$ cat config.mk
export PLATFORM = sky130hd
export DESIGN_NAME = checked_command_line_receiver_unit
export DESIGN_NICKNAME = d
export VERILOG_FILES = /design/src/sv/cclr_pkg.sv /design/src/sv/cclr_line_core.sv /design/src/sv/checked_command_line_receiver_unit.sv
export SDC_FILE = /design/constraint.sdc
export NUM_CORES = 1
export LEC_CHECK = 0
export BUFFER_PORTS_ARGS = -buffer_cell sky130_fd_sc_hd__clkbuf_2
export CAP_MARGIN = 20
export CORE_UTILIZATION = 64
export CTS_CLUSTER_SIZE = 24
export DETAILED_ROUTE_END_ITERATION = 10
export PLACE_DENSITY = 0.82
export SETUP_SLACK_MARGIN = 0.1
export SYNTH_ARGS = -nofsm -noshare
export SYNTH_HDL_FRONTEND = slang
export SYNTH_SLANG_ARGS = --single-unit
$ cat constraint.sdc
create_clock -name clk_i -period 6.25 [get_ports clk_i]
set_input_delay 0.625 -clock clk_i [delete_from_list [all_inputs] [get_ports clk_i]]
set_output_delay 0.625 -clock clk_i [all_outputs]
set_load 0.01 [all_outputs]
$ cat src/sv/cclr_pkg.sv
`timescale 1ns / 1ps
// Shared types and constants for the checked command line receiver.
// Has no dependencies. The line core and the top level both use it.
package cclr_pkg;

  // Verdict codes given at the end of a line or when a line overflows.
  typedef enum logic [2:0] {
    EV_NONE     = 3'd0,
    EV_OK       = 3'd1,
    EV_FORCED   = 3'd2,
    EV_REJECTED = 3'd3,
    EV_NO_CHECK = 3'd4,
    EV_EMPTY    = 3'd5,
    EV_OVERLONG = 3'd6
  } line_event_e;

  // Character constants.
  localparam logic [6:0] CHAR_LF    = 7'd10;
  localparam logic [6:0] CHAR_CR    = 7'd13;
  localparam logic [6:0] CHAR_SPACE = 7'd32;
  localparam logic [6:0] CHAR_SEMI  = 7'd59;
  localparam logic [7:0] BYTE_MIN   = 8'd10;
  localparam logic [7:0] BYTE_LIMIT = 8'h80;

  // Check arithmetic constants.
  localparam logic signed [10:0] DIGIT_ZERO = 11'sd48;
  localparam logic signed [10:0] DIGIT_BASE = 11'sd10;
  localparam logic [7:0]         CHECK_MOD  = 8'd99;
  localparam logic [7:0]         CHECK_MOD2 = 8'd198;

  // One result word as it leaves the line core.
  typedef struct packed {
    logic        echo_valid;
    logic [6:0]  out_byte;
    logic        stored;
    logic [5:0]  position;
    line_event_e line_event;
    logic        prompt;
    logic [5:0]  line_length;
  } result_t;

endpackage

$ cat src/sv/cclr_line_core.sv
`timescale 1ns / 1ps
// Line state and single-pass step logic of the command line receiver.
// Depends on cclr_pkg for the result struct and the character constants.
module cclr_line_core #(
  parameter int LINE_MAX = 64
) (
  input  logic                    clk_i,
  input  logic                    rst_ni,
  input  logic                    step_i,
  input  logic [6:0]              byte_i,
  input  logic signed [2:0]       echo_mode_i,
  output cclr_pkg::result_t       result_o
);
  import cclr_pkg::*;

  localparam int CW = $clog2(LINE_MAX);
  localparam int XW = (CW > 6) ? CW : 6;
  localparam logic [CW-1:0] CNT_LAST = CW'(LINE_MAX - 1);

  logic [CW-1:0] count_q, count_d;
  logic [6:0]    first_q, first_d;
  logic [6:0]    tens_q, tens_d;
  logic [6:0]    units_q, units_d;
  logic [6:0]    sum_q, sum_d;

  logic                is_print;
  logic                is_eol;
  logic [7:0]          sum_raw;
  logic [7:0]          sum_red;
  logic signed [10:0]  tens_s;
  logic signed [10:0]  units_s;
  logic signed [10:0]  check_s;
  logic signed [10:0]  target_s;
  logic [XW-1:0]       pos_x;
  logic [XW-1:0]       len_x;
  line_event_e         event_d;

  // Running sum of the body characters, reduced modulo 99 by compare and subtract.
  always_comb begin
    sum_raw = {1'b0, sum_q} + {1'b0, byte_i};
    if (sum_raw >= CHECK_MOD2) begin
      sum_red = sum_raw - CHECK_MOD2;
    end else if (sum_raw >= CHECK_MOD) begin
      sum_red = sum_raw - CHECK_MOD;
    end else begin
      sum_red = sum_raw;
    end
  end

  // Decoded check value against the running sum plus one.
  always_comb begin
    tens_s   = $signed({4'b0, tens_q}) - DIGIT_ZERO;
    units_s  = $signed({4'b0, units_q}) - DIGIT_ZERO;
    check_s  = 11'(tens_s * DIGIT_BASE + units_s);
    target_s = $signed({4'b0, sum_q}) + 11'sd1;
  end

  // Next line state and the result word for the current byte.
  always_comb begin
    is_print = (byte_i >= CHAR_SPACE);
    is_eol   = (byte_i == CHAR_LF) || (byte_i == CHAR_CR);

    count_d = count_q;
    first_d = first_q;
    tens_d  = tens_q;
    units_d = units_q;
    sum_d   = sum_q;
    event_d = EV_NONE;
    pos_x   = '0;
    len_x   = '0;

    // Store a printable character at the next position.
    if (is_print) begin
      pos_x = XW'(count_q);
      priority if (count_q == CW'(0)) begin
        first_d = byte_i;
      end else if (count_q == CW'(1)) begin
        tens_d = byte_i;
      end else if (count_q == CW'(2)) begin
        units_d = byte_i;
      end else begin
        sum_d = sum_red[6:0];
      end
      if (count_q < CNT_LAST) begin
        count_d = count_q + CW'(1);
      end
    end

    // Verdict at a line end, or discard when the line is full.
    if (is_eol) begin
      len_x = XW'(count_d);
      if (count_d == '0) begin
        event_d = EV_EMPTY;
      end else if (first_q == CHAR_SEMI) begin
        if (check_s == target_s) begin
          event_d = EV_OK;
        end else if (echo_mode_i != 3'sd0) begin
          event_d = EV_FORCED;
        end else begin
          event_d = EV_REJECTED;
        end
      end else begin
        event_d = EV_NO_CHECK;
      end
    end else if (count_d >= CNT_LAST) begin
      event_d = EV_OVERLONG;
    end

    if (event_d != EV_NONE) begin
      count_d = '0;
      first_d = '0;
      tens_d  = '0;
      units_d = '0;
      sum_d   = '0;
    end

    result_o.echo_valid  = (echo_mode_i != 3'sd0);
    result_o.out_byte    = byte_i;
    result_o.stored      = is_print;
    result_o.position    = pos_x[5:0];
    result_o.line_event  = event_d;
    result_o.prompt      = is_eol && (echo_mode_i == 3'sd1);
    result_o.line_length = len_x[5:0];
  end

  // Line state registers, updated once per processed byte.
  always_ff @(posedge clk_i or negedge rst_ni) begin
    if (!rst_ni) begin
      count_q <= '0;
      first_q <= '0;
      tens_q  <= '0;
      units_q <= '0;
      sum_q   <= '0;
    end else if (step_i) begin
      count_q <= count_d;
      first_q <= first_d;
      tens_q  <= tens_d;
      units_q <= units_d;
      sum_q   <= sum_d;
    end
  end

endmodule

$ cat src/sv/checked_command_line_receiver_unit.sv
`timescale 1ns / 1ps
// Top level of the checked command line receiver: input register, echo mode
// register, result register. Depends on cclr_pkg and cclr_line_core.
//
//   Channel  | Handshake               | Word
//   ---------+-------------------------+------------------------------------
//   rx       | rx_valid_i / rx_ready_o | rx_byte_i
//   cfg      | cfg_valid_i/cfg_ready_o | cfg_data_i (echo mode)
//   out      | out_valid_o/out_ready_i | echo_valid_o .. line_length_o
//
// One byte per cycle while the result is taken: a word enters the input
// register, then passes the line core straight into the result register.
// Bytes outside 10..127 leave the input register without a result.
// Reset clears the line state and sets the echo mode to zero.
// A stalled result holds the result register; the input register still
// drains bytes that give no result, and otherwise waits for the result slot.
module checked_command_line_receiver_unit #(
  parameter int LINE_MAX = 64
) (
  input  logic              clk_i,
  input  logic              rst_ni,
  input  logic              rx_valid_i,
  output logic              rx_ready_o,
  input  logic [7:0]        rx_byte_i,
  input  logic              cfg_valid_i,
  output logic              cfg_ready_o,
  input  logic signed [2:0] cfg_data_i,
  output logic              out_valid_o,
  input  logic              out_ready_i,
  output logic              echo_valid_o,
  output logic [6:0]        out_byte_o,
  output logic              stored_o,
  output logic [5:0]        position_o,
  output logic [2:0]        line_event_o,
  output logic              prompt_o,
  output logic [5:0]        line_length_o
);
  import cclr_pkg::*;

  logic              in_vld_q, in_vld_d;
  logic [7:0]        in_byte_q;
  logic signed [2:0] echo_q;
  logic              out_vld_q, out_vld_d;
  result_t           res_q;
  result_t           res_d;
  logic              keep;
  logic              advance;
  logic              step;

  // Only bytes 10..127 are processed.
  assign keep    = (in_byte_q >= BYTE_MIN) && (in_byte_q < BYTE_LIMIT);
  assign advance = in_vld_q && (!keep || !out_vld_q || out_ready_i);
  assign step    = advance && keep;

  assign rx_ready_o  = !in_vld_q || advance;
  assign cfg_ready_o = 1'b1;

  cclr_line_core #(
    .LINE_MAX(LINE_MAX)
  ) u_core (
    .clk_i       (clk_i),
    .rst_ni      (rst_ni),
    .step_i      (step),
    .byte_i      (in_byte_q[6:0]),
    .echo_mode_i (echo_q),
    .result_o    (res_d)
  );

  // Valid flags of the input and result registers.
  always_comb begin
    in_vld_d = in_vld_q;
    if (rx_ready_o) begin
      in_vld_d = rx_valid_i;
    end
    out_vld_d = out_vld_q;
    if (step) begin
      out_vld_d = 1'b1;
    end else if (out_ready_i) begin
      out_vld_d = 1'b0;
    end
  end

  always_ff @(posedge clk_i or negedge rst_ni) begin
    if (!rst_ni) begin
      in_vld_q  <= 1'b0;
      out_vld_q <= 1'b0;
      echo_q    <= 3'sd0;
    end else begin
      in_vld_q  <= in_vld_d;
      out_vld_q <= out_vld_d;
      if (cfg_valid_i && cfg_ready_o) begin
        echo_q <= cfg_data_i;
      end
    end
  end

  // Payload registers.
  always_ff @(posedge clk_i) begin
    if (rx_valid_i && rx_ready_o) begin
      in_byte_q <= rx_byte_i;
    end
    if (step) begin
      res_q <= res_d;
    end
  end

  assign out_valid_o   = out_vld_q;
  assign echo_valid_o  = res_q.echo_valid;
  assign out_byte_o    = res_q.out_byte;
  assign stored_o      = res_q.stored;
  assign position_o    = res_q.position;
  assign line_event_o  = res_q.line_event;
  assign prompt_o      = res_q.prompt;
  assign line_length_o = res_q.line_length;

  // A stored character is never a line end, so it carries no length or prompt.
  a_stored_no_eol : assert property (@(posedge clk_i) disable iff (!rst_ni)
    out_valid_o && stored_o |-> (line_length_o == 6'd0) && !prompt_o)
    else $error("stored character carries line end fields");

  // A prompt is only requested while echo is on.
  a_prompt_echo : assert property (@(posedge clk_i) disable iff (!rst_ni)
    out_valid_o && prompt_o |-> echo_valid_o)
    else $error("prompt without echo");

  // Unstored bytes report position zero.
  a_pos_zero : assert property (@(posedge clk_i) disable iff (!rst_ni)
    out_valid_o && !stored_o |-> position_o == 6'd0)
    else $error("position given for an unstored byte");

  // A byte outside the processed range never reaches the result register.
  a_drop : assert property (@(posedge clk_i) disable iff (!rst_ni)
    in_vld_q && !keep && out_vld_q && !out_ready_i |=> out_vld_q && $stable(res_q))
    else $error("ignored byte disturbed the result register");

endmodule
==> qor.csv, run 1 <==
metric;value;unit
status;finished clean;
commonest non-fill, non-tap cell in the layout;nand2_1;
CP most frequent cell;ha_1;
Yosys reg bits;72;
combinational fraction of design power;60.1;%
Tightest Pin Transition;623;ps
Routed WL;8880;µm
CTS resizes;0;
Antenna Cells;0;
Sw Share;42.5;%
EDFF count, synth;33;
All-Layer GR Usage;26.8;%
core area;6530;µm²
syn_area_per_cell;10.6;µm²
# clock sinks;72;
multiplexer share of the synthesized area;1.69;%
# rows;29;
worst-case clock buffer depth;2;
P&R area growth vs syn;10.7;%
Post-synth ARST share;54.2;%
leading cell types in the layout, fill and taps excluded;50 x nand2_1, 42 x clkbuf_2, 40 x ha_1;
vias per cell;6.01;
Worst Clk Skew;9.39;ps
fmax;242;MHz
syn_nets;478;
Detailed Routing Iterations Pass 1;5;
Worst EP required;6420;ps
crit path time final;4140;ps
max-capacitance violation count;0;
synth unique cells;63;
vias in the first global route;3331;
antenna violations before repair;0;
largest family of logic cells by synthesized area;compound AO/OA/AOI/OAI gates;
Post-Synth Adder-Cell Area;12.6;%
Die Height;85.2;µm
Hold WC Path Type;in -> async;
total CTS buffers;9;
# DRC;0;
CP max-delay cell;nor4_1;
H-tree levels;3;
simple-gate share of the synthesized area;14.5;%
largest net degree at the start of global routing;40;
Clock power frac;13.6;%
remaining antenna violation count after routing;0;
CTS root buf;clkbuf_8;
CP max FO;4;
grt ovf;0;
Total Nets Final;525;
chip width;85.2;µm
setup bufs post-CTS;0;
Max-slew headroom;57.9;%
Critical Path Max Stage Delay;530;ps
share of power burned in registers;26.2;%
post-layout instance area;4910;µm²
Clock transition at path regs;70;ps
layout cells sized above 1;17.4;%
fin crit share;66.2;%
synthesized area;4430;µm²
Die Area;7270;µm²
crit path kind;reg -> reg;
Initial DRC Count;190;
gpl congestion;0.869;
IO buf count;42;
Syn Inst Count;419;
WP buf/inv;0;
Slew Limit Fails;0;
DR WL/cell;16.2;µm
Primary FF master, synth;dfrtp_1;
first-pass GRT wire length;15100;µm
Worst Setup End Kind;register;
clk_lat worst skew;340;ps
Syn. warnings;0;
CTS tree;yes;
FILL cells;460;
dpl hpwl;6510;µm
Max VDD drop;0.000396;V
Hold Fails Final Rpt;0;
sequential area share after synthesis;44.4;%
Internal;1610;µW
largest delay contributor family on the critical path;adder cells;
leakage power;0.00219;µW
pwr dens;571;nW/µm²
initial core utilization;67.9;%
Final Setup Violations;0;
Setup crit start kind;register;
# IOs;44;
switching power total;1190;µW
# hold bufs at CTS;0;
setup_tns;0;ps
post-synthesis xor/xnor area fraction;7.48;%
placed instance area;4680;µm²
cells along the critical path;ha_1, ha_1, ha_1, a21oi_1, o21bai_1, a21oi_1, xnor2_1, ha_1, o221ai_1, a211o_1, nor4_1, nand4_1, nor4_1, o21ai_0, a21oi_1;
Vias;3295;
Compound-Gate Fraction of Synth Area;16.3;%
RSZ-0062 raised after global routing;false;
Critical Path AT;4310;ps
[logic make-up after synthesis]
| group | after synthesis |
|---|---|
| buf+inv | 25 |
| other cells | 1 |
| simple gates | 126 |
| xor+xnor | 37 |
| fa+ha+maj | 43 |
| mux | 7 |
| flops | 72 |
| compound gates | 108 |
[flip-flops by register name (all words and copies together), names as in the netlist, 6 cells and up]
register        cells
u_core.count_q      6
in_byte_q           8
position_o          6
line_length_o       6
out_byte_o          7
u_core.first_q      7
u_core.sum_q        7
u_core.units_q      7
u_core.tens_q       7
[cell type report]
type	count	area (µm²)	area share [%]
clock inverters	4	70.1	1.43
well taps	77	96.3	1.96
inverters	17	66.3	1.35
flip-flops and latches	72	1970	40.1
repair buffers	44	238	4.84
clock buffers	12	135	2.75
multi-input cells	322	2340	47.6
[Yosys cell counts, types with 4 or more instances]
library cell  instances  area share, %
nand2_1              50            4.2
nand2b_1              7           0.99
a21o_1                7            1.2
edfxtp_1             33             22
and3_1                4           0.56
nor3_1                5           0.56
inv_1                16            1.4
ha_1                 40             11
nand3_1               9            1.0
and2_1                5           0.71
o21ai_0              26            2.9
a21oi_1              21            2.4
o21a_1                4           0.68
nor4_1                4           0.56
xnor2_1              26            5.1
o21ai_2               5           0.99
dfrtp_1              39             22
a211oi_1              5           0.85
o21bai_1              4           0.68
o21ai_1              12            1.4
nor2_1               21            1.8
xor2_1               10            2.0
mux2_2                4            1.0
nand3b_1              4           0.68
o31ai_1               6            1.0
[path summary, 6_finish.rpt]
kind	from	end	slack, ps	cells past startpoint
worst max-delay path	u_core.tens_q[4]	line_event_o[0]	2110	15
worst min-delay path	rst_ni	echo_q[1]	180	1
worst max register to register	u_core.tens_q[4]	line_event_o[0]	2110	15
worst min register to register	u_core.first_q[1]	u_core.first_q[1]	480	2
max in group asynchronous	rst_ni	u_core.sum_q[0]	5600	2
min in group clk_i	rx_byte_i[5]	in_byte_q[5]	460	1
[routing by layer]
metal	GRT usage, %	wire, µm	up-vias
li1	-	-	1612
met1	34.8	3880	1571
met2	44.5	4360	94
met3	4.67	441	18
met4	11.7	199	0
met5	0	0	-
[per-stage QoR]
step | utilization (%) | cells | setup WS (ps) | power, µW | hold slack, ps
2_1_floorplan | - | 419 | 2670 | 2100 | 329
5_1_grt | 75.2 | 548 | 1750 | 3060 | 201
3_3_place_gp | 71.7 | 531 | 2340 | 2350 | 456
3_5_place_dp | 71.7 | 531 | 2200 | 2410 | 471
4_1_cts | 74.9 | 547 | 2090 | 2800 | 447
6_report | 75.2 | 548 | 2110 | 2800 | 179
[power by group through the flow]
stage	clock [µW]	sequential, µW	combinational, µW
floorplan	0	702	1400
global placement	0	733	1620
detailed placement	0	740	1670
CTS	387	731	1690
global route	406	751	1900
finish	382	735	1680
Note: power is estimated with default switching activity, not from simulation.
==> inputs of run 2 (changes only) <==
--- a/config.mk
+++ b/config.mk
@@ -7,10 +7,10 @@
 export LEC_CHECK = 0
 export BUFFER_PORTS_ARGS = -buffer_cell sky130_fd_sc_hd__clkbuf_2
 export CAP_MARGIN = 20
-export CORE_UTILIZATION = 64
+export CORE_UTILIZATION = 60
 export CTS_CLUSTER_SIZE = 24
 export DETAILED_ROUTE_END_ITERATION = 10
-export PLACE_DENSITY = 0.82
+export PLACE_DENSITY = 0.78
 export SETUP_SLACK_MARGIN = 0.1
 export SYNTH_ARGS = -nofsm -noshare
 export SYNTH_HDL_FRONTEND = slang
==> constraint.sdc (replaced) <==
create_clock -name clk_i -period 4.15 [get_ports clk_i]
set_input_delay 0.415 -clock clk_i [delete_from_list [all_inputs] [get_ports clk_i]]
set_output_delay 0.415 -clock clk_i [all_outputs]
set_load 0.01 [all_outputs]
==> run 2 against run 1 <==
  * Clock-buffer cell count shrank 2
  * Routed wire length increased by 0.88%
  * Global-route usage shrank 0.72 points
  * Core utilization is 3.3 points lower
  * Flip-flop and latch count did not move
  * Total power increased by 57%
  * Design area grew 2.2%
  * Clock skew shrank 2.6 ps
  * Cell count grew 3.8%
  * Critical endpoint is now line_event_o[1]
  * Largest cell class unchanged
  * Largest power group unchanged
==> qor.csv, run 2 (same netlist as run 1, synthesis figures left out) <==
metric;value;unit;change
status;finished clean;;
Tightest Pin Transition;597;ps;-26.2 ps
CP max FO;4;;unchanged
switching power total;1900;µW;+60%
Die Height;88.0;µm;+3.2%
vias per cell;5.78;;-3.8%
RSZ-0062 raised after global routing;false;;
Setup crit start kind;register;;
crit path time final;3860;ps;-281 ps
Top reg by flops;in_byte_q;;
first-pass GRT wire length;15300;µm;+1.3%
initial core utilization;63.5;%;-4.4 points
# clock sinks;72;;unchanged
Initial DRC Count;233;;+23%
# IOs;44;;unchanged
Worst Setup End Kind;register;;
Hold Fails Final Rpt;0;;unchanged
commonest non-fill, non-tap cell in the layout;nand2_1;;
largest net degree at the start of global routing;40;;unchanged
All-Layer GR Usage;26.1;%;-0.72 points
Hold WC Path Type;in -> reg;;
Antenna Cells;0;;unchanged
Clock transition at path regs;70;ps;about the same
Final Setup Violations;0;;unchanged
vias in the first global route;3161;;-5.1%
fmax;259;MHz;+7.3%
Routed WL;8960;µm;+0.88%
Total Nets Final;527;;+0.38%
clk_lat worst skew;330;ps;about the same
Post-Place Cells;550;;+3.6%
Critical Path AT;3950;ps;-360 ps
H-tree levels;3;;unchanged
Sw Share;43.1;%;+0.66 points
P&R area growth vs syn;13.1;%;
Max VDD drop;0.000496;V;+25%
gpl congestion;0.881;;+1.4%
remaining antenna violation count after routing;0;;unchanged
share of power burned in registers;25.2;%;-1.0 points
IO buf count;42;;unchanged
dpl hpwl;6770;µm;+4.1%
Worst EP required;4240;ps;-2180 ps
Max-slew headroom;59.7;%;+1.8 points
Die Area;7740;µm²;+6.5%
Vias;3291;;-0.12%
leakage power;0.00222;µW;+1.2%
max-capacitance violation count;0;;unchanged
grt ovf;0;;unchanged
final core occ;71.9;%;-3.3 points
Internal;2510;µW;+56%
# rows;30;;+3.4%
CTS root buf;clkbuf_8;;
core area;6980;µm²;+6.9%
CTS tree;yes;;
setup_tns;0;ps;unchanged
total CTS buffers;9;;unchanged
fin crit share;93.0;%;+27 points
Detailed Routing Iterations Pass 1;4;;-1
non-filler cells, final;569;;+3.8%
crit path kind;reg -> reg;;
leading cell types in the layout, fill and taps excluded;50 x nand2_1, 42 x clkbuf_2, 40 x ha_1;;
pwr dens;879;nW/µm²;+54%
Worst Clk Skew;6.75;ps;-2.63 ps
Slew Limit Fails;0;;unchanged
layout cells sized above 1;18.8;%;+1.4 points
chip width;88.0;µm;+3.2%
max reg flops;8;;unchanged
Clock power frac;14.6;%;+1.0 points
combinational fraction of design power;60.3;%;+0.2 points
# DRC;0;;unchanged
worst-case clock buffer depth;2;;unchanged
DR WL/cell;15.7;µm;-2.8%
antenna violations before repair;0;;unchanged
==> run 2: timing repair <==
item	4_1_cts	5_1_grt
endpoints found under the setup margin	1	2
endpoints found under the hold margin	0	8
gates resized for setup	1	5
buffers inserted	0	1
hold buffers	0	1
pin swaps	0	4
==> run 2: final cells by class <==
type                       instances  area [µm²]
clock inverter                     6         108
multi-input combinational        322        2370
clock buffer                      10         128
sequential                        72        1970
fill                             543        1960
tap                               96         120
inverter                          17        66.3
timing repair buffer              46         255
==> run 2: path summary, 6_finish.rpt <==
path / cells past startpoint / endpoint / from / slack, ps
max in group asynchronous: 3 / u_core.sum_q[1] / rst_ni / 3200
worst max register to register: 15 / line_event_o[1] / u_core.tens_q[4] / 290
worst min-delay path: 1 / in_byte_q[5] / rx_byte_i[5] / 250
min in group asynchronous: 2 / echo_q[2] / rst_ni / 490
worst max-delay path: 15 / line_event_o[1] / u_core.tens_q[4] / 290
worst min register to register: 2 / u_core.first_q[1] / u_core.first_q[1] / 490
==> run 2: metrics by stage <==
step	instance area (µm²)	setup WS [ps]	hold WS, ps	power, µW
floorplan	4430	570	119	3160
detailed placement	4710	78.1	474	3650
global route	5020	57.2	230	4800
CTS	4950	160	236	4320
global placement	4710	247	464	3560
finish	5020	292	253	4410
==> run 2: worst max-delay path: stages (launching register included) <==
cell      delay, ps
dfrtp_1         410
ha_1            330
ha_1            300
ha_1            350
a21oi_2         170
o21bai_1         70
a21oi_1         170
xnor2_1          90
ha_1            340
o221ai_1        150
a211o_1         300
nor4_2          250
nand4_1         170
nor4_4          290
nand3b_1        160
nand2b_1         60
==> run 2: routing by layer <==
layer / up-vias / track usage [%] / wire length, µm
met4: 0 / 6.71 / 99
met3: 10 / 5.28 / 362
met1: 1586 / 35.9 / 4140
met2: 83 / 42.6 / 4360
met5: - / 0 / 0
li1: 1612 / - / -
==> run 2: power groups by stage <==
| stage | clock network (µW) | logic (µW) | registers [µW] |
|---|---|---|---|
| 2_1_floorplan | 0 | 2100 | 1060 |
| 3_3_place_gp | 0 | 2460 | 1110 |
| 3_5_place_dp | 0 | 2530 | 1120 |
| 4_1_cts | 653 | 2560 | 1110 |
| 5_1_grt | 684 | 2980 | 1140 |
| 6_report | 642 | 2660 | 1110 |
